$ cat src/design/compass_heading_atan2_top_assert.svh
// Assertion macros used by the compass heading top level.
`ifndef COMPASS_HEADING_ATAN2_TOP_ASSERT_SVH
`define COMPASS_HEADING_ATAN2_TOP_ASSERT_SVH

// Same-cycle implication, checked while reset is released.
`define CHA_ASSERT_IMPL(label, clk, rst_n, ante, cons, msg) \
    label: assert property (@(posedge clk) disable iff (!rst_n) (ante) |-> (cons)) \
        else $error(msg);

// Next-cycle implication, checked while reset is released.
`define CHA_ASSERT_NEXT(label, clk, rst_n, ante, cons, msg) \
    label: assert property (@(posedge clk) disable iff (!rst_n) (ante) |=> (cons)) \
        else $error(msg);

`endif

$ cat src/design/cha_pkg.sv
// Package with types, constants and the arctangent table of the compass heading block.
package cha_pkg;

    localparam int unsigned CHA_BYTE_W       = 8;
    localparam int unsigned CHA_AXIS_W       = 16;
    localparam int unsigned CHA_HEAD_W       = 16;
    localparam int unsigned CHA_TABLE_LEN    = 24;
    localparam int unsigned CHA_ITER_DEFAULT = 16;
    localparam int unsigned CHA_PRESCALE     = 14;
    localparam int unsigned CHA_Q_DEPTH      = 2;

    // Datapath widths: rotated vector, angle accumulator, clamped angle, rounded sum.
    localparam int unsigned CHA_XW    = 32;
    localparam int unsigned CHA_ZW    = 24;
    localparam int unsigned CHA_AW    = 22;
    localparam int unsigned CHA_FINE_W = 24;

    // Angles in units of 2^-15 degree.
    localparam int unsigned CHA_DEG90_FINE  = 2949120;
    localparam int unsigned CHA_DEG180_FINE = 5898240;
    localparam int unsigned CHA_DEG360_FINE = 11796480;
    localparam int unsigned CHA_ROUND       = 128;
    localparam int unsigned CHA_OUT_SHIFT   = 8;
    localparam int unsigned CHA_HEAD_MAX    = 46080;

    // One classified sample as it travels from the front end to the back end.
    typedef struct packed {
        logic [CHA_AXIS_W-1:0] ax;
        logic [CHA_AXIS_W-1:0] ay;
        logic                  xneg;
        logic                  yneg;
        logic                  xzero;
        logic                  yzero;
    } t_item;

    // Quadrant and special-case flags carried down the rotation pipeline.
    typedef struct packed {
        logic xneg;
        logic yneg;
        logic xzero;
        logic yzero;
    } t_flags;

    // atan(2^-i) in units of 2^-15 degree, rounded.
    function automatic logic signed [CHA_ZW-1:0] cha_atan(input int unsigned idx);
        logic signed [CHA_ZW-1:0] v;
        case (idx)
            0:       v = 24'sd1474560;
            1:       v = 24'sd870484;
            2:       v = 24'sd459940;
            3:       v = 24'sd233473;
            4:       v = 24'sd117189;
            5:       v = 24'sd58652;
            6:       v = 24'sd29333;
            7:       v = 24'sd14667;
            8:       v = 24'sd7334;
            9:       v = 24'sd3667;
            10:      v = 24'sd1833;
            11:      v = 24'sd917;
            12:      v = 24'sd458;
            13:      v = 24'sd229;
            14:      v = 24'sd115;
            15:      v = 24'sd57;
            16:      v = 24'sd29;
            17:      v = 24'sd14;
            18:      v = 24'sd7;
            19:      v = 24'sd4;
            20:      v = 24'sd2;
            21:      v = 24'sd1;
            default: v = '0;
        endcase
        return v;
    endfunction

endpackage

$ cat src/design/cha_front.sv
// Front end: takes a sample transaction, joins the bytes and classifies the axes.
module cha_front (
    input  logic                          start,
    input  logic                          i_full,
    input  logic [cha_pkg::CHA_BYTE_W-1:0] i_x_high,
    input  logic [cha_pkg::CHA_BYTE_W-1:0] i_x_low,
    input  logic [cha_pkg::CHA_BYTE_W-1:0] i_y_high,
    input  logic [cha_pkg::CHA_BYTE_W-1:0] i_y_low,
    output logic                          o_push,
    output cha_pkg::t_item                o_item
);
    import cha_pkg::*;

    logic signed [CHA_AXIS_W-1:0] x;
    logic signed [CHA_AXIS_W-1:0] y;

    // Joining the bytes as two's complement is the same as subtracting 65536 above 0x7fff.
    assign x = $signed({i_x_high, i_x_low});
    assign y = $signed({i_y_high, i_y_low});

    assign o_push = start && !i_full;

    always_comb begin
        o_item.xneg  = x[CHA_AXIS_W-1];
        o_item.yneg  = y[CHA_AXIS_W-1];
        // The magnitude of the most negative sample wraps to 0x8000, read unsigned.
        o_item.ax    = x[CHA_AXIS_W-1] ? CHA_AXIS_W'(-x) : CHA_AXIS_W'(x);
        o_item.ay    = y[CHA_AXIS_W-1] ? CHA_AXIS_W'(-y) : CHA_AXIS_W'(y);
        o_item.xzero = (x == '0);
        o_item.yzero = (y == '0);
    end

endmodule

$ cat src/design/cha_queue.sv
// Short queue between the front end and the rotation back end.
module cha_queue (
    input  logic           i_clk,
    input  logic           i_rst_n,
    input  logic           i_push,
    input  cha_pkg::t_item i_item,
    input  logic           i_pop,
    output logic           o_full,
    output logic           o_valid,
    output cha_pkg::t_item o_item
);
    import cha_pkg::*;

    localparam int unsigned PTR_W = (CHA_Q_DEPTH > 1) ? $clog2(CHA_Q_DEPTH) : 1;
    localparam int unsigned CNT_W = $clog2(CHA_Q_DEPTH + 1);

    t_item             r_mem [CHA_Q_DEPTH];
    logic [PTR_W-1:0]  r_wr;
    logic [PTR_W-1:0]  r_rd;
    logic [CNT_W-1:0]  r_count;
    logic [PTR_W-1:0]  n_wr;
    logic [PTR_W-1:0]  n_rd;
    logic [CNT_W-1:0]  n_count;
    logic              pop;

    assign o_full  = (r_count == CNT_W'(CHA_Q_DEPTH));
    assign o_valid = (r_count != '0);
    assign o_item  = r_mem[r_rd];
    assign pop     = i_pop && o_valid;

    always_comb begin
        n_wr    = r_wr;
        n_rd    = r_rd;
        n_count = r_count;
        if (i_push) begin
            n_wr = (r_wr == PTR_W'(CHA_Q_DEPTH - 1)) ? '0 : r_wr + 1'b1;
        end
        if (pop) begin
            n_rd = (r_rd == PTR_W'(CHA_Q_DEPTH - 1)) ? '0 : r_rd + 1'b1;
        end
        if (i_push && !pop) begin
            n_count = r_count + 1'b1;
        end else if (pop && !i_push) begin
            n_count = r_count - 1'b1;
        end
    end

    always_ff @(posedge i_clk) begin
        if (!i_rst_n) begin
            r_wr    <= '0;
            r_rd    <= '0;
            r_count <= '0;
        end else begin
            r_wr    <= n_wr;
            r_rd    <= n_rd;
            r_count <= n_count;
        end
    end

    always_ff @(posedge i_clk) begin
        if (i_push) begin
            r_mem[r_wr] <= i_item;
        end
    end

endmodule

$ cat src/design/cha_back.sv
// Back end: pipelined vectoring rotations, quadrant fold and rounding of the heading.
module cha_back #(
    parameter int unsigned ITERS = cha_pkg::CHA_ITER_DEFAULT
) (
    input  logic                          i_clk,
    input  logic                          i_rst_n,
    input  logic                          i_valid,
    input  cha_pkg::t_item                i_item,
    output logic                          o_done,
    output logic [cha_pkg::CHA_HEAD_W-1:0] o_heading
);
    import cha_pkg::*;

    // Rotations stop at the end of the arctangent table.
    localparam int unsigned STAGES = (ITERS < CHA_TABLE_LEN) ? ITERS : CHA_TABLE_LEN;

    logic signed [CHA_XW-1:0] r_x  [STAGES+1];
    logic signed [CHA_XW-1:0] r_y  [STAGES+1];
    logic signed [CHA_ZW-1:0] r_z  [STAGES+1];
    t_flags                   r_fl [STAGES+1];
    logic                     r_v  [STAGES+1];

    logic [CHA_AW-1:0]     r_a;
    t_flags                r_a_fl;
    logic                  r_a_v;
    logic [CHA_AW-1:0]     n_a;
    logic [CHA_FINE_W-1:0] n_sum;
    logic [CHA_FINE_W-1:0] a_ext;

    // Entry stage: scale the magnitudes up before rotating.
    always_ff @(posedge i_clk) begin
        if (!i_rst_n) begin
            r_v[0] <= 1'b0;
        end else begin
            r_v[0] <= i_valid;
        end
        r_x[0]  <= $signed({{(CHA_XW - CHA_AXIS_W - CHA_PRESCALE){1'b0}}, i_item.ax,
                            {CHA_PRESCALE{1'b0}}});
        r_y[0]  <= $signed({{(CHA_XW - CHA_AXIS_W - CHA_PRESCALE){1'b0}}, i_item.ay,
                            {CHA_PRESCALE{1'b0}}});
        r_z[0]  <= '0;
        r_fl[0] <= '{xneg: i_item.xneg, yneg: i_item.yneg,
                     xzero: i_item.xzero, yzero: i_item.yzero};
    end

    // One micro-rotation per stage; the shifts round toward minus infinity.
    for (genvar k = 0; k < STAGES; k++) begin : g_stage
        always_ff @(posedge i_clk) begin
            if (!i_rst_n) begin
                r_v[k+1] <= 1'b0;
            end else begin
                r_v[k+1] <= r_v[k];
            end
            if (!r_y[k][CHA_XW-1]) begin
                r_x[k+1] <= r_x[k] + (r_y[k] >>> k);
                r_y[k+1] <= r_y[k] - (r_x[k] >>> k);
                r_z[k+1] <= r_z[k] + cha_atan(k);
            end else begin
                r_x[k+1] <= r_x[k] - (r_y[k] >>> k);
                r_y[k+1] <= r_y[k] + (r_x[k] >>> k);
                r_z[k+1] <= r_z[k] - cha_atan(k);
            end
            r_fl[k+1] <= r_fl[k];
        end
    end

    // First-quadrant angle with the axis cases forced exact and the sum clamped to 0..90.
    always_comb begin
        if (r_fl[STAGES].yzero) begin
            n_a = '0;
        end else if (r_fl[STAGES].xzero) begin
            n_a = CHA_AW'(CHA_DEG90_FINE);
        end else if (r_z[STAGES][CHA_ZW-1]) begin
            n_a = '0;
        end else if (r_z[STAGES][CHA_ZW-2:0] > (CHA_ZW-1)'(CHA_DEG90_FINE)) begin
            n_a = CHA_AW'(CHA_DEG90_FINE);
        end else begin
            n_a = r_z[STAGES][CHA_AW-1:0];
        end
    end

    always_ff @(posedge i_clk) begin
        if (!i_rst_n) begin
            r_a_v <= 1'b0;
        end else begin
            r_a_v <= r_v[STAGES];
        end
        r_a    <= n_a;
        r_a_fl <= r_fl[STAGES];
    end

    // Quadrant fold, 180 degree offset and half-up rounding fall into one add.
    assign a_ext = CHA_FINE_W'(r_a);

    always_comb begin
        if (!r_a_fl.xneg && !r_a_fl.yneg) begin
            n_sum = CHA_FINE_W'(CHA_DEG180_FINE + CHA_ROUND) + a_ext;
        end else if (r_a_fl.xneg && !r_a_fl.yneg) begin
            n_sum = CHA_FINE_W'(CHA_DEG360_FINE + CHA_ROUND) - a_ext;
        end else if (!r_a_fl.xneg && r_a_fl.yneg) begin
            n_sum = CHA_FINE_W'(CHA_DEG180_FINE + CHA_ROUND) - a_ext;
        end else begin
            n_sum = CHA_FINE_W'(CHA_ROUND) + a_ext;
        end
    end

    always_ff @(posedge i_clk) begin
        if (!i_rst_n) begin
            o_done <= 1'b0;
        end else begin
            o_done <= r_a_v;
        end
        o_heading <= n_sum[CHA_OUT_SHIFT +: CHA_HEAD_W];
    end

endmodule

$ cat src/design/compass_heading_atan2_top.sv
// Top level of the compass heading block: front end, queue and rotation back end.
//
//  Channel  | Direction | Handshake               | Payload
//  ---------+-----------+-------------------------+--------------------------------------
//  sample   | in        | start high, busy low    | i_x_high, i_x_low, i_y_high, i_y_low
//  heading  | out       | o_done strobe, 1 cycle  | o_heading (1/128 degree, 0..46080)
//
// A sample transaction may be accepted in every cycle, and one heading leaves per
// cycle. The heading of a sample is on the result ports after the registers below and
// is taken at the following edge. The registers on the way are the queue write at the
// accepting edge, one entry stage, one stage per rotation (up to 24), one clamp stage
// and one output register. The rotation pipeline sets the length of that path. Reset
// is synchronous and active low; it empties the queue and clears every stage valid, so
// no strobe follows reset until a new sample enters. The receiver cannot stall, so the
// back end drains the queue every cycle and busy rises only if the queue were full.
module compass_heading_atan2_top #(
    parameter int unsigned ANGLE_ITERATIONS = cha_pkg::CHA_ITER_DEFAULT
) (
    input  logic                          i_clk,
    input  logic                          i_rst_n,
    input  logic                          start,
    output logic                          busy,
    input  logic [cha_pkg::CHA_BYTE_W-1:0] i_x_high,
    input  logic [cha_pkg::CHA_BYTE_W-1:0] i_x_low,
    input  logic [cha_pkg::CHA_BYTE_W-1:0] i_y_high,
    input  logic [cha_pkg::CHA_BYTE_W-1:0] i_y_low,
    output logic                          o_done,
    output logic [cha_pkg::CHA_HEAD_W-1:0] o_heading
);
    import cha_pkg::*;

`include "compass_heading_atan2_top_assert.svh"

    logic  q_push;
    logic  q_full;
    logic  q_valid;
    t_item f_item;
    t_item q_item;

    // The front end only pushes when the queue has room; busy is that same full flag.
    cha_front u_front (
        .start    (start),
        .i_full   (q_full),
        .i_x_high (i_x_high),
        .i_x_low  (i_x_low),
        .i_y_high (i_y_high),
        .i_y_low  (i_y_low),
        .o_push   (q_push),
        .o_item   (f_item)
    );

    cha_queue u_queue (
        .i_clk   (i_clk),
        .i_rst_n (i_rst_n),
        .i_push  (q_push),
        .i_item  (f_item),
        .i_pop   (q_valid),
        .o_full  (q_full),
        .o_valid (q_valid),
        .o_item  (q_item)
    );

    // The back end never stalls, so every queued sample is popped the cycle it shows.
    cha_back #(
        .ITERS (ANGLE_ITERATIONS)
    ) u_back (
        .i_clk     (i_clk),
        .i_rst_n   (i_rst_n),
        .i_valid   (q_valid),
        .i_item    (q_item),
        .o_done    (o_done),
        .o_heading (o_heading)
    );

    assign busy = q_full;

    // A heading never leaves the range 0 to 360 degrees.
    `CHA_ASSERT_IMPL(a_heading_range, i_clk, i_rst_n, o_done,
        o_heading <= CHA_HEAD_W'(CHA_HEAD_MAX), "heading above 360 degrees")
    // An accepted sample is waiting in the queue on the next cycle.
    `CHA_ASSERT_NEXT(a_push_lands, i_clk, i_rst_n, start && !busy, q_valid,
        "accepted sample missing from the queue")
    // A pop without a push leaves room, so busy cannot follow it.
    `CHA_ASSERT_NEXT(a_pop_frees, i_clk, i_rst_n, q_valid && !q_push, !busy,
        "queue full right after a pop")

endmodule
$ cat config.mk
export PLATFORM = sky130hd
export DESIGN_NAME = compass_heading_atan2_top
export DESIGN_NICKNAME = d
export VERILOG_FILES = /design/src/design/cha_pkg.sv /design/src/design/cha_front.sv /design/src/design/cha_queue.sv /design/src/design/cha_back.sv /design/src/design/compass_heading_atan2_top.sv
export VERILOG_INCLUDE_DIRS = /design/src /design/src/design
export SDC_FILE = /design/constraint.sdc
export NUM_CORES = 2
export LEC_CHECK = 0
export BUFFER_PORTS_ARGS = -buffer_cell sky130_fd_sc_hd__buf_2
export CAP_MARGIN = 20
export CELL_PAD_IN_SITES_DETAIL_PLACEMENT = 1
export CELL_PAD_IN_SITES_GLOBAL_PLACEMENT = 2
export CORE_MARGIN = 2
export CORE_UTILIZATION = 44
export CTS_CLUSTER_SIZE = 16
export DETAILED_ROUTE_END_ITERATION = 8
export GPL_ROUTABILITY_DRIVEN = 0
export HOLD_SLACK_MARGIN = 0.15
export PLACE_DENSITY_LB_ADDON = 0.25
export SLEW_MARGIN = 20
export SYNTH_ARGS = -nofsm -noshare
export SYNTH_HDL_FRONTEND = slang
export SYNTH_SLANG_ARGS = --single-unit
export TNS_END_PERCENT = 1
$ cat constraint.sdc
create_clock -name i_clk -period 7.45 [get_ports i_clk]
set_clock_uncertainty 0.15 [all_clocks]
set_input_delay 1.49 -clock i_clk [delete_from_list [all_inputs] [get_ports i_clk]]
set_output_delay 1.49 -clock i_clk [all_outputs]
set_load 0.03 [all_outputs]
==> impl_metrics.tcl <==
set metrics [dict create \
    htreeDepth 4 \
    hold_class "reg2reg" \
    synth_enable_flop_cells 72 \
    slew_headroom_pct 27.5 \
    worst_slack_ns 1.97 \
    path_max_fanout 5 \
    end_kind "flip-flop" \
    ys_seq_area_share_pct 30.1 \
    crit_path_start_kind "flip-flop" \
    critPathMaxStageDelay_ns 0.86 \
    fin_crit_sh_pct 73.5 \
    layout-drive-gt1-share_pct 4.91 \
    final_hold_viol_count 0 \
    rr_worst_depth 17 \
    cts_tree "built" \
    synth_cell_types 89 \
    worstPathRequired_ns 8.03 \
    tns_ns 0 \
    path_cells "nor2_1 > nor4b_1 > nand2_1 > nor4b_1 > nor2_1 > xnor2_1 > ha_1 > nand3_1 > nor4_1 > o311ai_0 > and3_1 > a2111oi_0 > or3_1 > a21oi_1 > o21bai_1 > a21oi_1 > xnor2_1" \
    post-route-drc-count 0 \
    vias 76162 \
    dp_slack_ns 2.06 \
    worstMarginPinSlew_ns 1.08 \
    avgSynthCellArea_sq_um 8.69 \
    clkSlewWorstSetupHoldPaths_ns 0.06 \
    cts_sinks 1333 \
    wire_per_inst_microns 20.1 \
    status "finished clean" \
    dr.pass1.iters 5 \
    async_flop_share_pct 0 \
    cpMaxStageDelayCell "nor4b_1" \
    fmax_mhz 183 \
    drt-initial-drc-count 3730 \
    routed_wl_mm 269 \
    cap_violations 0 \
    arrival_ns 6.05 \
    die-area_sq_um 210000 \
    grt-ovfl-total 0 \
    die_y_microns 459 \
    grt_pass1_vias 79466 \
    cts_setup_buffers 0 \
    antenna_found_initial 12 \
    ys_ff_latch 1333 \
    cts_made_buffers 157 \
    pin_count 53 \
    critPathKind "reg2reg" \
    synth_flop_cell "dfxtp_1" \
    ctsRootBufferMaster "clkbuf_16" \
    track_usage_pct 25.1 \
    syn_nets 11705 \
    grt_pass1_wl_mm 431 \
    rsz0062_at_grt "no" \
    dp_hpwl_mm 218 \
    hold_ws_ns 0.174 \
    fin_nets 11780 \
    start_util_pct 44.4 \
    slew_viol_final 0 \
    numPortBuffers 52 \
    area_growth_pct 9.89 \
    drtAntennaViolNets 0 \
    grt_start_max_net_pins 59 \
    fin_crit_ns 5.48 \
    core_area_sq_um 205000 \
    fin_cells 13370 \
    holdBufCountCts 3 \
    place_inst 13069 \
    holdPathStages 0 \
    clock_path_buffers 3 \
    insertion_delay_ns 0.84 \
    dieWidth_microns 459 \
    synthCells 10469 \
    ys_warn_count 0 \
    rows 166 \
    routed_via_density 5.70 \
    finalSetupViolations 0 \
    cts_resized 0 \
    syn_area_sq_um 91000 \
]
[routing by layer]
layer	up-vias	global-route usage (%)	wire length, microns
li1	37495	-	-
met1	37137	31.8	121000
met2	1137	44.7	131000
met3	393	2.68	9180
met4	0	7.15	7410
met5	-	0	0
[cell families (layout without fill, tap and decap cells)]
group | after synthesis | in the layout | share of synthesized area [%]
adders and majority gates | 1201 | 1201 | 16.8
xor gates and xnor gates | 1496 | 1496 | 14.4
muxes | 86 | 86 | 1.04
AOI/OAI and AO/OA | 2881 | 2881 | 20.0
DFF | 1333 | 1333 | 30.1
buffers and inverters | 601 | 810 | 2.48
other | 0 | 4 | 0
and+or+nand+nor | 2871 | 2871 | 15.2
[registers in the layout, summed over array words and instances, names as in the netlist, 2 cells and up, named ones only]
register	cells
u_queue.r_count	2
u_back.r_a	21
u_back.o_heading	16
u_back.r_a_fl	2
u_back.r_y	413
u_back.r_fl	68
u_back.r_v	17
u_queue.r_mem	72
u_back.r_x	396
u_back.r_z	321
[final timing paths]
path,end,startpoint,slack [ns]
setup / recovery,u_back.r_y[6][30],u_back.r_x[5][7],1.97
hold / removal,u_back.r_fl[13][1],u_back.r_fl[12][1],0.17
setup reg to reg,u_back.r_y[6][30],u_back.r_x[5][7],1.97
hold reg to reg,u_back.r_fl[13][1],u_back.r_fl[12][1],0.17
[cell usage in the layout, fill, tap and decap left out, types with 72 or more instances in the layout]
cell | Yosys | final
dfxtp_1 | 1261 | 1249
ha_1 | 1169 | 1169
a21oi_1 | 1037 | 1037
nor2_1 | 995 | 994
xnor2_1 | 961 | 961
nand2_1 | 535 | 535
xor2_1 | 535 | 535
o21ai_0 | 457 | 457
inv_1 | 434 | 434
a21o_1 | 397 | 397
nor3_1 | 280 | 280
nor2b_1 | 174 | 174
o21a_1 | 166 | 166
nand3_1 | 162 | 162
nand2b_1 | 158 | 158
clkbuf_16 | 0 | 157
a31oi_1 | 112 | 112
and2_1 | 101 | 101
o21bai_1 | 101 | 101
nor4_1 | 84 | 84
a211oi_1 | 78 | 78
and3_1 | 76 | 76
or3_1 | 74 | 74
edfxtp_1 | 72 | 72
[through the flow]
stage               cell area, sq um  utilization, %
finish                        100000            48.8
global route                  100000            48.8
CTS                           100000            48.8
detailed placement             94200            46.0
global placement               94200            46.0
floorplan                      91000               -
[critical path, delay by kind of cell (launching register included)]
kind	cells	cell delay [ns]
XOR/XNOR	2	0.30
AO/OA/AOI/OAI	5	1.08
adder cells (fa/ha/maj)	1	0.40
AND/OR/NAND/NOR	9	3.08
flip-flops	1	0.35
[final cells by class]
| cell class | count | area [sq um] |
|---|---|---|
| Fill cell | 23779 | 105000 |
| Multi-Input combinational cell | 8535 | 61300 |
| Sequential cell | 1333 | 27400 |
| Clock buffer | 199 | 4280 |
| Tap cell | 2688 | 3360 |
| Inverter | 435 | 1630 |
| Clock inverter | 94 | 1440 |
| Timing Repair Buffer | 82 | 505 |
| Antenna cell | 4 | 10.0 |
[synth_stat cells (112+ instances only)]
cell      number  area share (%)
xor2_1       535             5.1
clkbuf_1     136            0.56
a21o_1       397             3.3
nand2_1      535             2.2
nand3_1      162            0.89
o21ai_0      457             2.5
nand2b_1     158             1.1
ha_1        1169              16
nor2_1       995             4.1
a31oi_1      112            0.77
a21oi_1     1037             5.7
xnor2_1      961             9.3
inv_1        434             1.8
nor2b_1      174             1.2
dfxtp_1     1261              28
o21a_1       166             1.4
nor3_1       280             1.5
Power is left out: the tool's default activity adds up to more than one toggle a clock period on the data nets, which glitch-free logic cannot reach.
